<file path="src/rtl/assert_macros.svh">
`ifndef ASSERT_MACROS_SVH
`define ASSERT_MACROS_SVH

// Check cons in the same cycle as ante, skipped while reset is high.
`define ASSERT_IMPLIES(lbl, clk, rst, ante, cons, msg) \
  lbl: assert property (@(posedge clk) disable iff (rst) (ante) |-> (cons)) \
    else $error(msg);

// Check cons in the cycle after ante, also across reset.
`define ASSERT_NEXT(lbl, clk, ante, cons, msg) \
  lbl: assert property (@(posedge clk) (ante) |=> (cons)) \
    else $error(msg);

`endif

</file>
<file path="src/rtl/dec_pkg.sv">
package dec_pkg;

  localparam int WORD_W       = 64;
  localparam int WORD_BITS_DEF = 64;
  localparam int MAX_WORDS_DEF = 16;
  localparam int QUEUE_DEPTH  = 2;
  localparam int POS_W        = 4;
  localparam int CNT_W        = 7;
  localparam int BIT_W        = 6;
  localparam int IDX_W        = 11;
  localparam int IN_DATA_W    = 2 * WORD_W;
  localparam int OUT_FIELDS_W = 6 * IDX_W + 1;
  localparam int OUT_DATA_W   = ((OUT_FIELDS_W + 7) / 8) * 8;

  typedef struct packed {
    logic [CNT_W-1:0] hole_cnt;
    logic [CNT_W-1:0] part_cnt;
    logic [IDX_W-1:0] hole_lo;
    logic [IDX_W-1:0] hole_hi;
    logic [IDX_W-1:0] part_lo;
    logic [IDX_W-1:0] part_hi;
    logic             last;
  } dec_entry_t;

  typedef struct packed {
    logic             count_mismatch;
    logic [IDX_W-1:0] particle_second;
    logic [IDX_W-1:0] particle_first;
    logic [IDX_W-1:0] hole_second;
    logic [IDX_W-1:0] hole_first;
    logic [IDX_W-1:0] particle_count;
    logic [IDX_W-1:0] excitation_degree;
  } dec_result_t;

endpackage

</file>
<file path="src/rtl/dec_front.sv">
module dec_front #(
  parameter int WORD_BITS = dec_pkg::WORD_BITS_DEF,
  parameter int MAX_WORDS = dec_pkg::MAX_WORDS_DEF
) (
  input  logic                         clk,
  input  logic                         rst,
  input  logic                         in_valid,
  input  logic [dec_pkg::WORD_W-1:0]   word_a,
  input  logic [dec_pkg::WORD_W-1:0]   word_b,
  input  logic                         last_word,
  input  logic                         push_ready,
  output logic                         push_valid,
  output dec_pkg::dec_entry_t          entry
);
  import dec_pkg::*;

  localparam logic [WORD_W-1:0] WORD_MASK = {WORD_W{1'b1}} >> (WORD_W - WORD_BITS);

  function automatic logic [CNT_W-1:0] pop_count(input logic [WORD_W-1:0] v);
    logic [CNT_W-1:0] n;
    n = '0;
    for (int i = 0; i < WORD_W; i++) begin
      n = n + CNT_W'(v[i]);
    end
    return n;
  endfunction

  function automatic logic [BIT_W-1:0] lowest_bit(input logic [WORD_W-1:0] v);
    logic [BIT_W-1:0] k;
    k = '0;
    for (int i = WORD_W - 1; i >= 0; i--) begin
      if (v[i]) k = BIT_W'(i);
    end
    return k;
  endfunction

  logic [POS_W-1:0]  pos;
  logic [WORD_W-1:0] holes, parts, holes_rest, parts_rest;
  logic [IDX_W-1:0]  pos_base;
  logic              last_eff;

  assign holes      = word_a & ~word_b & WORD_MASK;
  assign parts      = word_b & ~word_a & WORD_MASK;
  assign holes_rest = holes & (holes - WORD_W'(1));
  assign parts_rest = parts & (parts - WORD_W'(1));
  assign pos_base   = IDX_W'(pos) * IDX_W'(WORD_BITS);
  assign last_eff   = last_word || (pos == POS_W'(MAX_WORDS - 1));

  always_comb begin
    entry.hole_cnt = pop_count(holes);
    entry.part_cnt = pop_count(parts);
    entry.hole_lo  = pos_base + IDX_W'(lowest_bit(holes));
    entry.hole_hi  = pos_base + IDX_W'(lowest_bit(holes_rest));
    entry.part_lo  = pos_base + IDX_W'(lowest_bit(parts));
    entry.part_hi  = pos_base + IDX_W'(lowest_bit(parts_rest));
    entry.last     = last_eff;
  end

  assign push_valid = in_valid;

  always_ff @(posedge clk) begin
    if (rst) begin
      pos <= '0;
    end else if (in_valid && push_ready) begin
      pos <= last_eff ? '0 : pos + POS_W'(1);
    end
  end

endmodule

</file>
<file path="src/rtl/dec_queue.sv">
module dec_queue #(
  parameter int DEPTH = dec_pkg::QUEUE_DEPTH
) (
  input  logic                clk,
  input  logic                rst,
  input  logic                push_valid,
  output logic                push_ready,
  input  dec_pkg::dec_entry_t push_entry,
  output logic                pop_valid,
  input  logic                pop_ready,
  output dec_pkg::dec_entry_t pop_entry
);
  import dec_pkg::*;

  localparam int PTR_W = (DEPTH > 1) ? $clog2(DEPTH) : 1;
  localparam int CNT_QW = $clog2(DEPTH + 1);

  dec_entry_t        slots [DEPTH];
  logic [PTR_W-1:0]  wr_ptr, rd_ptr;
  logic [CNT_QW-1:0] count;
  logic              push, pop;

  assign push_ready = count != CNT_QW'(DEPTH);
  assign pop_valid  = count != '0;
  assign push       = push_valid && push_ready;
  assign pop        = pop_valid && pop_ready;
  assign pop_entry  = slots[rd_ptr];

  always_ff @(posedge clk) begin
    if (push) slots[wr_ptr] <= push_entry;
  end

  always_ff @(posedge clk) begin
    if (rst) begin
      wr_ptr <= '0;
      rd_ptr <= '0;
      count  <= '0;
    end else begin
      if (push) wr_ptr <= (wr_ptr == PTR_W'(DEPTH - 1)) ? '0 : wr_ptr + PTR_W'(1);
      if (pop)  rd_ptr <= (rd_ptr == PTR_W'(DEPTH - 1)) ? '0 : rd_ptr + PTR_W'(1);
      if (push && !pop)      count <= count + CNT_QW'(1);
      else if (pop && !push) count <= count - CNT_QW'(1);
    end
  end

endmodule

</file>
<file path="src/rtl/dec_back.sv">
module dec_back (
  input  logic                 clk,
  input  logic                 rst,
  input  logic                 cfg_wr_en,
  input  logic                 cfg_wr_data,
  input  logic                 q_valid,
  output logic                 q_ready,
  input  dec_pkg::dec_entry_t  q_entry,
  output logic                 res_valid,
  input  logic                 res_ready,
  output dec_pkg::dec_result_t result
);
  import dec_pkg::*;

  typedef struct packed {
    logic [IDX_W-1:0] lo;
    logic [IDX_W-1:0] hi;
  } slots_t;

  function automatic slots_t take_slots(input logic [IDX_W-1:0] total,
                                        input logic [CNT_W-1:0] cnt,
                                        input slots_t cur, input slots_t fresh);
    slots_t s;
    s = cur;
    if (total == '0) begin
      if (cnt != '0) s.lo = fresh.lo;
      if (cnt > CNT_W'(1)) s.hi = fresh.hi;
    end else if (total == IDX_W'(1)) begin
      if (cnt != '0) s.hi = fresh.lo;
    end
    return s;
  endfunction

  function automatic logic [IDX_W-1:0] slot_out(input logic [IDX_W-1:0] total,
                                                input logic [IDX_W-1:0] need,
                                                input logic [IDX_W-1:0] raw,
                                                input logic base);
    return (total < need) ? '0 : raw + IDX_W'(base);
  endfunction

  logic             index_base;
  logic [IDX_W-1:0] hole_total, particle_total, hole_total_next, particle_total_next;
  slots_t           hole_slots, part_slots, hole_slots_next, part_slots_next;
  logic             pop;

  assign q_ready = !q_entry.last || !res_valid || res_ready;
  assign pop     = q_valid && q_ready;

  always_comb begin
    hole_total_next     = hole_total + IDX_W'(q_entry.hole_cnt);
    particle_total_next = particle_total + IDX_W'(q_entry.part_cnt);
    hole_slots_next = take_slots(hole_total, q_entry.hole_cnt, hole_slots,
                                 '{lo: q_entry.hole_lo, hi: q_entry.hole_hi});
    part_slots_next = take_slots(particle_total, q_entry.part_cnt, part_slots,
                                 '{lo: q_entry.part_lo, hi: q_entry.part_hi});
  end

  always_ff @(posedge clk) begin
    if (rst) begin
      index_base <= 1'b1;
    end else if (cfg_wr_en) begin
      index_base <= cfg_wr_data;
    end
  end

  always_ff @(posedge clk) begin
    if (rst) begin
      hole_total     <= '0;
      particle_total <= '0;
      hole_slots     <= '0;
      part_slots     <= '0;
    end else if (pop) begin
      if (q_entry.last) begin
        hole_total     <= '0;
        particle_total <= '0;
        hole_slots     <= '0;
        part_slots     <= '0;
      end else begin
        hole_total     <= hole_total_next;
        particle_total <= particle_total_next;
        hole_slots     <= hole_slots_next;
        part_slots     <= part_slots_next;
      end
    end
  end

  always_ff @(posedge clk) begin
    if (rst) begin
      res_valid <= 1'b0;
    end else if (pop && q_entry.last) begin
      res_valid <= 1'b1;
    end else if (res_ready) begin
      res_valid <= 1'b0;
    end
  end

  always_ff @(posedge clk) begin
    if (pop && q_entry.last) begin
      result.excitation_degree <= hole_total_next;
      result.particle_count    <= particle_total_next;
      result.hole_first      <= slot_out(hole_total_next, IDX_W'(1), hole_slots_next.lo,
                                         index_base);
      result.hole_second     <= slot_out(hole_total_next, IDX_W'(2), hole_slots_next.hi,
                                         index_base);
      result.particle_first  <= slot_out(particle_total_next, IDX_W'(1), part_slots_next.lo,
                                         index_base);
      result.particle_second <= slot_out(particle_total_next, IDX_W'(2), part_slots_next.hi,
                                         index_base);
      result.count_mismatch  <= hole_total_next != particle_total_next;
    end
  end

endmodule

</file>
<file path="src/rtl/determinant_excitation_compare.sv">
// Channel  Dir  Handshake          Payload
// s_       in   s_tvalid/s_tready  s_tdata: word_a, word_b; s_tlast: last_word
// m_       out  m_tvalid/m_tready  m_tdata: result fields of one determinant pair
// cfg_     in   cfg_wr_en          cfg_wr_data: orbital_index_base
// One word pair per cycle is accepted while the queue has room; the front counts and
// encodes holes and particles in the accept cycle; the back folds them from the queue.
// A result enters the output register when its last word leaves the queue and holds.
// The two-entry queue and the output register keep input flowing while m_tready is low,
// until both fill. Synchronous reset clears counts, slots and the index base (to 1).
module determinant_excitation_compare #(
  parameter int WORD_BITS   = dec_pkg::WORD_BITS_DEF,
  parameter int MAX_WORDS   = dec_pkg::MAX_WORDS_DEF,
  parameter int QUEUE_DEPTH = dec_pkg::QUEUE_DEPTH
) (
  input  logic                             clk,
  input  logic                             rst,
  input  logic                             s_tvalid,
  output logic                             s_tready,
  input  logic [dec_pkg::IN_DATA_W-1:0]    s_tdata,   // word_a, word_b
  input  logic                             s_tlast,   // last_word
  output logic                             m_tvalid,
  input  logic                             m_tready,
  // excitation_degree, particle_count, hole_first, hole_second, particle_first,
  // particle_second, count_mismatch, zero fill
  output logic [dec_pkg::OUT_DATA_W-1:0]   m_tdata,
  input  logic                             cfg_wr_en,
  input  logic                             cfg_wr_data
);
  import dec_pkg::*;
  `include "assert_macros.svh"

  logic        push_valid, push_ready, q_valid, q_ready;
  dec_entry_t  push_entry, q_entry;
  dec_result_t result;

  dec_front #(
    .WORD_BITS(WORD_BITS),
    .MAX_WORDS(MAX_WORDS)
  ) u_front (
    .clk       (clk),
    .rst       (rst),
    .in_valid  (s_tvalid),
    .word_a    (s_tdata[WORD_W-1:0]),
    .word_b    (s_tdata[IN_DATA_W-1:WORD_W]),
    .last_word (s_tlast),
    .push_ready(push_ready),
    .push_valid(push_valid),
    .entry     (push_entry)
  );

  dec_queue #(
    .DEPTH(QUEUE_DEPTH)
  ) u_queue (
    .clk       (clk),
    .rst       (rst),
    .push_valid(push_valid),
    .push_ready(push_ready),
    .push_entry(push_entry),
    .pop_valid (q_valid),
    .pop_ready (q_ready),
    .pop_entry (q_entry)
  );

  dec_back u_back (
    .clk        (clk),
    .rst        (rst),
    .cfg_wr_en  (cfg_wr_en),
    .cfg_wr_data(cfg_wr_data),
    .q_valid    (q_valid),
    .q_ready    (q_ready),
    .q_entry    (q_entry),
    .res_valid  (m_tvalid),
    .res_ready  (m_tready),
    .result     (result)
  );

  assign s_tready = push_ready;
  assign m_tdata  = {(OUT_DATA_W - OUT_FIELDS_W)'(0), result};

  `ASSERT_NEXT(a_reset_no_result, clk, rst, !m_tvalid, "result valid right after reset")
  `ASSERT_IMPLIES(a_mismatch_flag, clk, rst, m_tvalid,
    result.count_mismatch == (result.excitation_degree != result.particle_count),
    "mismatch flag disagrees with hole and particle counts")
  `ASSERT_IMPLIES(a_hole_slots, clk, rst, m_tvalid && result.excitation_degree == '0,
    result.hole_first == '0 && result.hole_second == '0, "hole slot set without holes")
  `ASSERT_IMPLIES(a_part_slots, clk, rst,
    m_tvalid && (result.particle_count == '0 || result.particle_count == IDX_W'(1)),
    result.particle_second == '0, "second particle slot set with fewer than two")

endmodule

</file>
<file path="config.mk">
export PLATFORM = sky130hd
export DESIGN_NAME = determinant_excitation_compare
export DESIGN_NICKNAME = d
export VERILOG_FILES = /design/src/rtl/dec_pkg.sv /design/src/rtl/dec_front.sv /design/src/rtl/dec_queue.sv /design/src/rtl/dec_back.sv /design/src/rtl/determinant_excitation_compare.sv
export VERILOG_INCLUDE_DIRS = /design/src /design/src/rtl
export SDC_FILE = /design/constraint.sdc
export NUM_CORES = 1
export LEC_CHECK = 0
export BUFFER_PORTS_ARGS = -buffer_cell sky130_fd_sc_hd__buf_2
export CAP_MARGIN = 25
export CORE_UTILIZATION = 65
export CTS_CLUSTER_DIAMETER = 80
export CTS_CLUSTER_SIZE = 12
export DETAILED_ROUTE_END_ITERATION = 10
export HOLD_SLACK_MARGIN = 0.02
export PLACE_DENSITY = 0.88
export SLEW_MARGIN = 20
export SYNTH_ARGS = -nofsm -noshare
export SYNTH_HDL_FRONTEND = slang
export SYNTH_HIERARCHICAL = 1
export SYNTH_SLANG_ARGS = --single-unit
</file>
<file path="constraint.sdc">
create_clock -name clk -period 11.9 [get_ports clk]
set_input_delay 2.38 -clock clk [delete_from_list [all_inputs] [get_ports clk]]
set_output_delay 2.38 -clock clk [all_outputs]
set_load 0.1 [all_outputs]
</file>
### Word-level counts from Yosys, hierarchy flattened

Memory sizes are Yosys's and may differ from the RTL's. A register that Yosys moved wholly into a read port is not among the register bits.
Index checks and enable logic that the tools add are counted.

* bits in registers: 143
* memory bits (writable): 118
* bits of input ports: 135
* output and inout port bits: 74
* word-level logic and storage cells: 482
* memories kept: 1

* $add $sub $neg: 143
* $lt $le $gt $ge: 6
* equal/unequal tests: 5
* multiplexer cells: 283
* bitwise logic cells: 6
* reduce and logical (&&, ||, !) cells: 19

Memory list
* u_queue.slots: depth 2, width 59, rd ports 1, clocked after memory_dff 1, write ports 1, RTL line dec_queue.sv:18 `dec_entry_t slots [DEPTH];`

Operators by type and width (number)
* $mux 6: 256
* $add 7x1->7: 124
* $and 64x64->64: 4
* $mux 11: 14
* $not 64->64: 2
* $sub 64x1->64 const B: 2
* $add 10x6->11: 4
* $add 11x1->11: 4
* $mux 22: 2
* $add 11x7->11: 2
* $eq 11x1->1 const B: 2
* $logic_not 11->1: 2
* $lt 11x1->1 const B: 2
* $lt 11x2->1 const B: 2
* $gt 7x1->1 const B: 2
* $reduce_bool 7->1: 2
* $ne 11x11->1: 1
* $mux 1: 8
* $reduce_bool 2->1: 3
* $logic_and 1x1->1: 5
* $add 1x1->2: 2
* $add 4x1->4 const B: 1
* $eq 4x4->1 const B: 1
* $logic_not 1->1: 4
* other kinds (7): 11

### Longest topological paths before layout

Gate-level depths: netlist of run 1.

* depth after elaboration: 69
* mapped depth: 22
* mapped depth without buffers: 22

### Cells and area by module

The synthesis of run 1 kept the hierarchy.

By module, submodules not included
* dec_front: instances 1, cells each 1398, area an instance 9635.5 um^2, seq. area each 80.1 um^2
* dec_back: instances 1, cells each 774, area an instance 7658.6 um^2, seq. area each 3373.2 um^2
* dec_queue: instances 1, cells each 208, area an instance 4515.6 um^2, seq. area each 3643.5 um^2
* determinant_excitation_compare: instances 1, cells each 6, area an instance 41.3 um^2, seq. area each 0.0 um^2

### Worst setup path before layout of run 1

OpenSTA, ideal clock, no wires.

* kind: in2reg
* start point: input s_tdata[89] in the netlist's numbering
* end point: memory u_queue/slots[0][51] in the netlist's numbering, data pin
* setup time: 0.257 ns
* data arrival time: 7.971 ns
* data required time: 11.643 ns
* path slack: 3.672 ns
* cell stages on the path: 22
* buffers on the path: 1
* cell sequence: nor2b_1 > clkbuf_1 > inv_1 > fa_1 > inv_1 > fa_1 > fa_1 > inv_1 > fa_1 > fa_1 > fa_1 > fa_1 > fa_1 > inv_1 > ha_1 > inv_1 > fa_1 > inv_1 > a21oi_1 > o21bai_1 > a21o_1 > a21o_1

RTL lines
* start: declaration: RTL line determinant_excitation_compare.sv:19 `input logic [dec_pkg::IN_DATA_W-1:0] s_tdata,`
* end: declaration: RTL line dec_queue.sv:18

==> impl_metrics.toml, run 1 <==
[yosys]
synth-simple-area-share = 0.2113
yosysTopAreaCellShare = 0.2542
synth_sequential_area_ratio = 0.3248
ys.flop_type = "edfxtp_1"
synthTopCellsByArea = "edfxtp_1 25%, fa_1 10%, dfxtp_1 7.1%, inv_1 3.9%, nor2_1 3.7%"
synthCells = 2386
ys_ff_latch = 262
synthArstFlopShare = 0
synth_xor_area_frac = 0.02714
synth_compound_area_frac = 0.1933
synthDistinctLibCells = 103
yosys.area_share.adder = 0.1340
synth_warnings = 6
syn_area_per_cell_sq_um = 9.158
synthMuxAreaShare = 0.04226
synth-edff-count = 185
syn-cell-area_sq_um = 21850
yosysTopAreaCell = "edfxtp_1"
synth_top_family_by_area = "simple AND/OR/NAND/NOR gates"

[critical_path]
worstSetupPathType = "input pin to flip-flop"
worst_ep_arrival_time_ps = 9290
reg2reg_depth = 13
startpoint_type = "input pin"
cp_max_fo = 8
endpoint_kind = "flip-flop"
rrSetupSlack_ps = 6810
crit_required_ps = 12290

[layout]
fin_nets = 2855
drive_gt1_frac = 0.1637
stdcell_count = 3013
final_util = 0.7263
postLayoutCellArea_sq_um = 23810
synthToLayoutAreaGrowth_pct = 8.973
antenna_cells = 0

[status]
violations = "design-rule violations"
status = "finished, violations left"

[floorplan]
ios = 209
initial_core_util = 0.6665
core_area_sq_um = 32780
std_cell_rows = 66
fp.dieArea_sq_um = 34350
die_x_um = 185.4
die_h_um = 185.4

[cts]
cts_resized = 0
post_cts_buffers = 0
numCtsBuffers = 25
clk_latency_ps = 530
cts-root-buf = "clkbuf_16"
max-clock-path-buffers = 3
cts_tree = "yes"
clkTransAtPathRegs_ps = 60
cts_sinks = 262
cts.htree.levels = 1
hold_buffers = 0

[placement]
place_congestion = 1.055
post_dp_cell_area_sq_um = 23080
portBuffers = 203
place_inst = 2966
dp_hpwl_mm = 59.92
place_ws_ps = 2606

[grt]
grt_overflow = 0
grt_util_all_layers = 0.4451
grt_max_degree = 78
antenna_found_initial = 1
grt_pass1_wl_mm = 115.6
grt_pass1_vias = 20410

[sta]
fmax_mhz = 112.4
setup-tns-final_ps = 0
worst_slew_margin_rel = 0.2889
hold_viol_final = 0
setup_viol = 0
setup_slack_ps = 3002
fin_crit_ps = 8898
max_slew.worst_pin.slew_ps = 1064
slew_violations = 0
rsz0062_at_grt = "false"
min_period_over_period = 0.7478
clock_skew_ps = 28.04

[routing]
drc_errors = 1
ant_nets = 0
drt_pre_antenna_iters = 11
drt_iter0_drc = 3327
num_vias = 21230
drt_wl_total_mm = 77.57
drt-wirelength-per-cell_um = 25.74
vias_per_cell = 7.047

[worst_hold_path]
worst_hold_path_type = "flip-flop to flip-flop"
min_path_cells = 2

[pwr]
vdd_drop_max_uv = 357.8
power.density_nw_per_um2 = 362.3
p_leak_nw = 9.840

[run]
max-cap-violations = 0
layout make-up:
class	instances	area, sq um
repair buffers	222	1156
multi-input cells	1788	13340
fillers	2219	8972
clock buffers	45	710.7
inverters	253	949.7
clock inverters	1	8.758
well taps	442	553.0
flip-flops and latches	262	7098
synthesized netlist by cell type (54+ instances only):
master,number
a22oi_1,61
dfxtp_1,77
inv_1,229
nand2b_1,69
edfxtp_1,185
nand3_1,54
ha_1,58
a21oi_1,142
fa_1,110
o21ai_0,117
nor2_1,216
nor2b_1,79
nand2_1,141
report_power, final:
part	switching, W	leakage (nW)	total, W	internal [W]
combinational	0.00405	7.12	0.00610	0.00204
clock	0.000332	0.342	0.000733	0.000401
sequential	0.000138	2.38	0.00180	0.00166
total	0.00452	9.84	0.00863	0.00410
sequential cells by signal (all words and copies together) (netlist names), named ones only:
| signal | cells |
|---|---|
| u_queue/slots | 118 |
| u_back/result | 67 |
| u_back/hole_slots | 22 |
| u_back/part_slots | 22 |
| u_back/hole_total | 11 |
| u_back/particle_total | 11 |
| u_front/pos | 4 |
| u_queue/count | 2 |
| u_back/index_base | 1 |
| u_back/res_valid | 1 |
| u_queue/rd_ptr | 1 |
| u_queue/wr_ptr | 1 |
placed cells by master, fill, tap and decap left out, types with 25 or more instances in the layout:
cell	instances
nor2b_1	79
nor3_1	52
a22oi_1	61
xnor2_1	32
edfxtp_1	185
nand4_1	40
o21ai_0	117
nand3_1	54
a31oi_1	28
and3_1	30
xor2_1	30
nand2b_1	69
nand2_1	141
clkbuf_16	25
buf_2	204
nor4_1	44
a21oi_1	142
inv_1	228
nor2_1	214
dfxtp_1	76
fa_1	110
ha_1	58
mux2_2	50
path summary, 6_finish.rpt:
kind	to	from
max	u_queue/slots[0][58]	s_tdata[31]
min	u_back/hole_slots[11]	u_back/hole_slots[11]
max reg2reg	u_back/result[43]	flip-flop
min reg2reg	u_back/hole_slots[11]	u_back/hole_slots[11]
per-stage QoR:
| stage | hold slack, ps | total power [W] |
|---|---|---|
| after floorplan | 455.1 | 0.006147 |
| after global placement | 471.8 | 0.007064 |
| after detailed placement | 488.6 | 0.007548 |
| after CTS | 504.7 | 0.008438 |
| after global routing | 529.7 | 0.009030 |
| final | 515.6 | 0.008627 |
critical path, cell delays in order:
cell and delay (ps):
buf_2 110, nor2b_1 630, clkinv_1 470, fa_1 640, fa_1 430, fa_1 500, inv_1 60, fa_1 510
inv_1 70, fa_1 570, fa_1 440, fa_1 520, fa_1 410, inv_1 80, ha_1 190, inv_1 80
fa_1 480, inv_1 90, a21oi_1 70, o21bai_1 210, a21o_1 170, a21o_1 150
routing by layer:
| layer | vias up | part of all wire | GRT usage |
|---|---|---|---|
| met4 | 2 | 0.080 | 0.2965 |
| met3 | 464 | 0.11 | 0.08730 |
| met2 | 1828 | 0.45 | 0.7269 |
| met1 | 9923 | 0.36 | 0.5336 |
| li1 | 9015 | - | - |
| met5 | - | 0.00019 | 0 |
cell families after synthesis:
logic type / after synthesis
simple gates: 846
flops: 262
mux: 81
buf+inv: 343
xor+xnor: 64
compound gates: 620
fa+ha+maj: 168
other cells: 2
Note: power is estimated with default switching activity, not from simulation.
==> inputs of run 2 (changes only) <==
--- a/config.mk
+++ b/config.mk
@@ -8,12 +8,12 @@
 export LEC_CHECK = 0
 export BUFFER_PORTS_ARGS = -buffer_cell sky130_fd_sc_hd__buf_2
 export CAP_MARGIN = 25
-export CORE_UTILIZATION = 65
+export CORE_UTILIZATION = 56
 export CTS_CLUSTER_DIAMETER = 80
 export CTS_CLUSTER_SIZE = 12
 export DETAILED_ROUTE_END_ITERATION = 10
 export HOLD_SLACK_MARGIN = 0.02
-export PLACE_DENSITY = 0.88
+export PLACE_DENSITY = 0.81
 export SLEW_MARGIN = 20
 export SYNTH_ARGS = -nofsm -noshare
 export SYNTH_HDL_FRONTEND = slang
==> constraint.sdc (replaced) <==
create_clock -name clk -period 7.9 [get_ports clk]
set_input_delay 1.58 -clock clk [delete_from_list [all_inputs] [get_ports clk]]
set_output_delay 1.58 -clock clk [all_outputs]
set_load 0.1 [all_outputs]
==> run 2 against run 1 <==
The run now ends clean. Flip-flop and latch count unchanged. Cell area increased by 1.6%. Highest routed layer unchanged. Clock power increased by 50%. First-iteration DRC count decreased by 32%. Largest cell class unchanged. Combinational power increased by 44%. Register-to-register slack got worse by 4000 ps. Die area increased by 16%. Sequential power increased by 50%. Via count decreased by 2.8%. Count of clock-buffer cells in the layout unchanged.
==> impl_metrics.toml, run 2 (synthesized netlist as in run 1, its figures left out) <==
[status]
status = "finished clean"

[routing]
wl_met2_mm = 36.22
wl_met1_mm = 30.06
ant_nets = 0
top_layer = "met5"
wl_met3_mm = 7.960
drt_wl_total_mm = 77.93
drc_errors = 0
num_vias = 20640
drt_iter0_drc = 2259
vias_per_cell = 6.610
drt_pre_antenna_iters = 8
drt-wirelength-per-cell_um = 24.96

[sta]
slew_violations = 0
max_slew.worst_pin.slew_ps = 1007
worst_slew_margin_rel = 0.3114
hold_viol_final = 0
min_period_over_period = 0.9323
setup_viol = 0
setup-tns-final_ps = 0
rsz0062_at_grt = "false"
fin_crit_ps = 7365
clock_skew_ps = 24.09
fmax_mhz = 135.8

[cts]
clk_latency_ps = 540
cts_sinks = 262
hold_buffers = 0
clkTransAtPathRegs_ps = 60
cts-root-buf = "clkbuf_16"
cts.htree.levels = 1
cts_resized = 0
max-clock-path-buffers = 3
cts_tree = "yes"
numCtsBuffers = 25
post_cts_buffers = 0

[layout]
postLayoutCellArea_sq_um = 24200
final_common_cell = "inv_1"
largest_register_ffs = 118
layout_common_cells = "228 x inv_1, 214 x nor2_1, 203 x buf_2"
fin_nets = 2892
top_regs = "u_queue/slots (118), u_back/result (67)"
final_util = 0.6365
top_register = "u_queue/slots"
synthToLayoutAreaGrowth_pct = 10.75
drive_gt1_frac = 0.1760

[floorplan]
core_area_sq_um = 38020
std_cell_rows = 71
ios = 209
die_h_um = 199.5
die_x_um = 199.5
initial_core_util = 0.5747
fp.dieArea_sq_um = 39810

[pwr]
p_leak_nw = 10.02
p_sw_frac = 0.5107
p_int_w = 0.006174
combPwrFrac = 0.699
p_sw_w = 0.006445
vdd_drop_max_uv = 590.3
power.density_nw_per_um2 = 521.4
pwr-share-clk = 0.087
power_frac_seq = 0.214

[placement]
portBuffers = 203
post_dp_cell_area_sq_um = 23460
place_congestion = 1.047
dp_hpwl_mm = 62.68

[grt]
grt_pass1_vias = 19590
antenna_found_initial = 3
grt_pass1_wl_mm = 116.3
grt_overflow = 0
grt_util_all_layers = 0.3889
grt_max_degree = 78

[worst_hold_path]
hold_end = "u_back/particle_total[2]"
min_path_cells = 2
worst_hold_path_type = "flip-flop to flip-flop"
hp-start = "u_back/particle_total[2]"

[critical_path]
regToRegEndpoint = "u_back/result[65]"
endpoint_kind = "flip-flop"
startpoint_type = "input pin"
rrSetupSlack_ps = 2790
worst_ep_arrival_time_ps = 7640
crit_required_ps = 8170
reg2reg_depth = 13
cp_max_fo = 4
worstSetupPathType = "input pin to flip-flop"

[run]
max-cap-violations = 0
[run 2: cell types whose count changed in the layout (fill, tap and decap cells not counted)]
cell / previous run / this run
diode_2: 0 / 3
buf_2: 204 / 203
nor4b_2: 2 / 1
buf_4: 18 / 56
nor3_1: 52 / 51
nor4b_4: 0 / 1
nor3_2: 2 / 3
[run 2: metal layers]
layer / track usage / up-vias
met2: 0.6537 / 1372
met4: 0.1688 / 4
met1: 0.4801 / 9910
li1: - / 9110
met5: 0 / -
met3: 0.08287 / 240
[run 2: critical path: stages]
cell      delay, ps
buf_2           100
nor2b_1         390
inv_1           190
fa_1            560
inv_1            50
fa_1            470
fa_1            540
inv_1            50
fa_1            550
fa_1            450
fa_1            520
fa_1            440
fa_1            560
inv_1            60
ha_1            260
a21o_1          170
a21oi_1         220
o21bai_1        110
a21oi_1         230
xnor2_1         110
[run 2: cell type report]
type / instances / area, sq um
fill: 3161 / 13820
multi-input combinational: 1788 / 13350
sequential: 262 / 7098
timing repair buffer: 259 / 1436
inverter: 253 / 949.7
clock buffer: 45 / 710.7
tap: 511 / 639.4
clock inverter: 1 / 8.758
antenna: 3 / 7.507
[run 2: per-stage QoR]
stage          setup WS [ps]  hold WS (ps)  std cells  total power (W)
6_report               534.8         505.8       3122          0.01262
5_1_grt                368.1         507.7       3120          0.01340
4_1_cts                611.6         497.9       3119          0.01247
3_5_place_dp           76.98         488.7       3073          0.01127
3_3_place_gp           165.0         472.2       3072          0.01086
2_1_floorplan          471.5         455.1       2393         0.009259
[run 2: power by group through the flow]
stage	combinational (W)	sequential (W)	clock [W]
floorplan	0.00547	0.00378	0
global placement	0.00817	0.00269	0
detailed placement	0.00855	0.00272	0
CTS	0.00867	0.00270	0.00111
global route	0.00950	0.00275	0.00116
finish	0.00881	0.00270	0.00110
[run 2: worst max path at each step]
stage,endpoint,from
2_1_floorplan,u_queue/slots[0][51],s_tdata[89]
3_3_place_gp,u_queue/slots[0][51],s_tdata[53]
3_5_place_dp,u_queue/slots[1][51],s_tdata[53]
4_1_cts,u_queue/slots[0][50],s_tdata[53]
5_1_grt,u_queue/slots[0][58],s_tdata[127]
6_report,u_queue/slots[0][50],s_tdata[91]
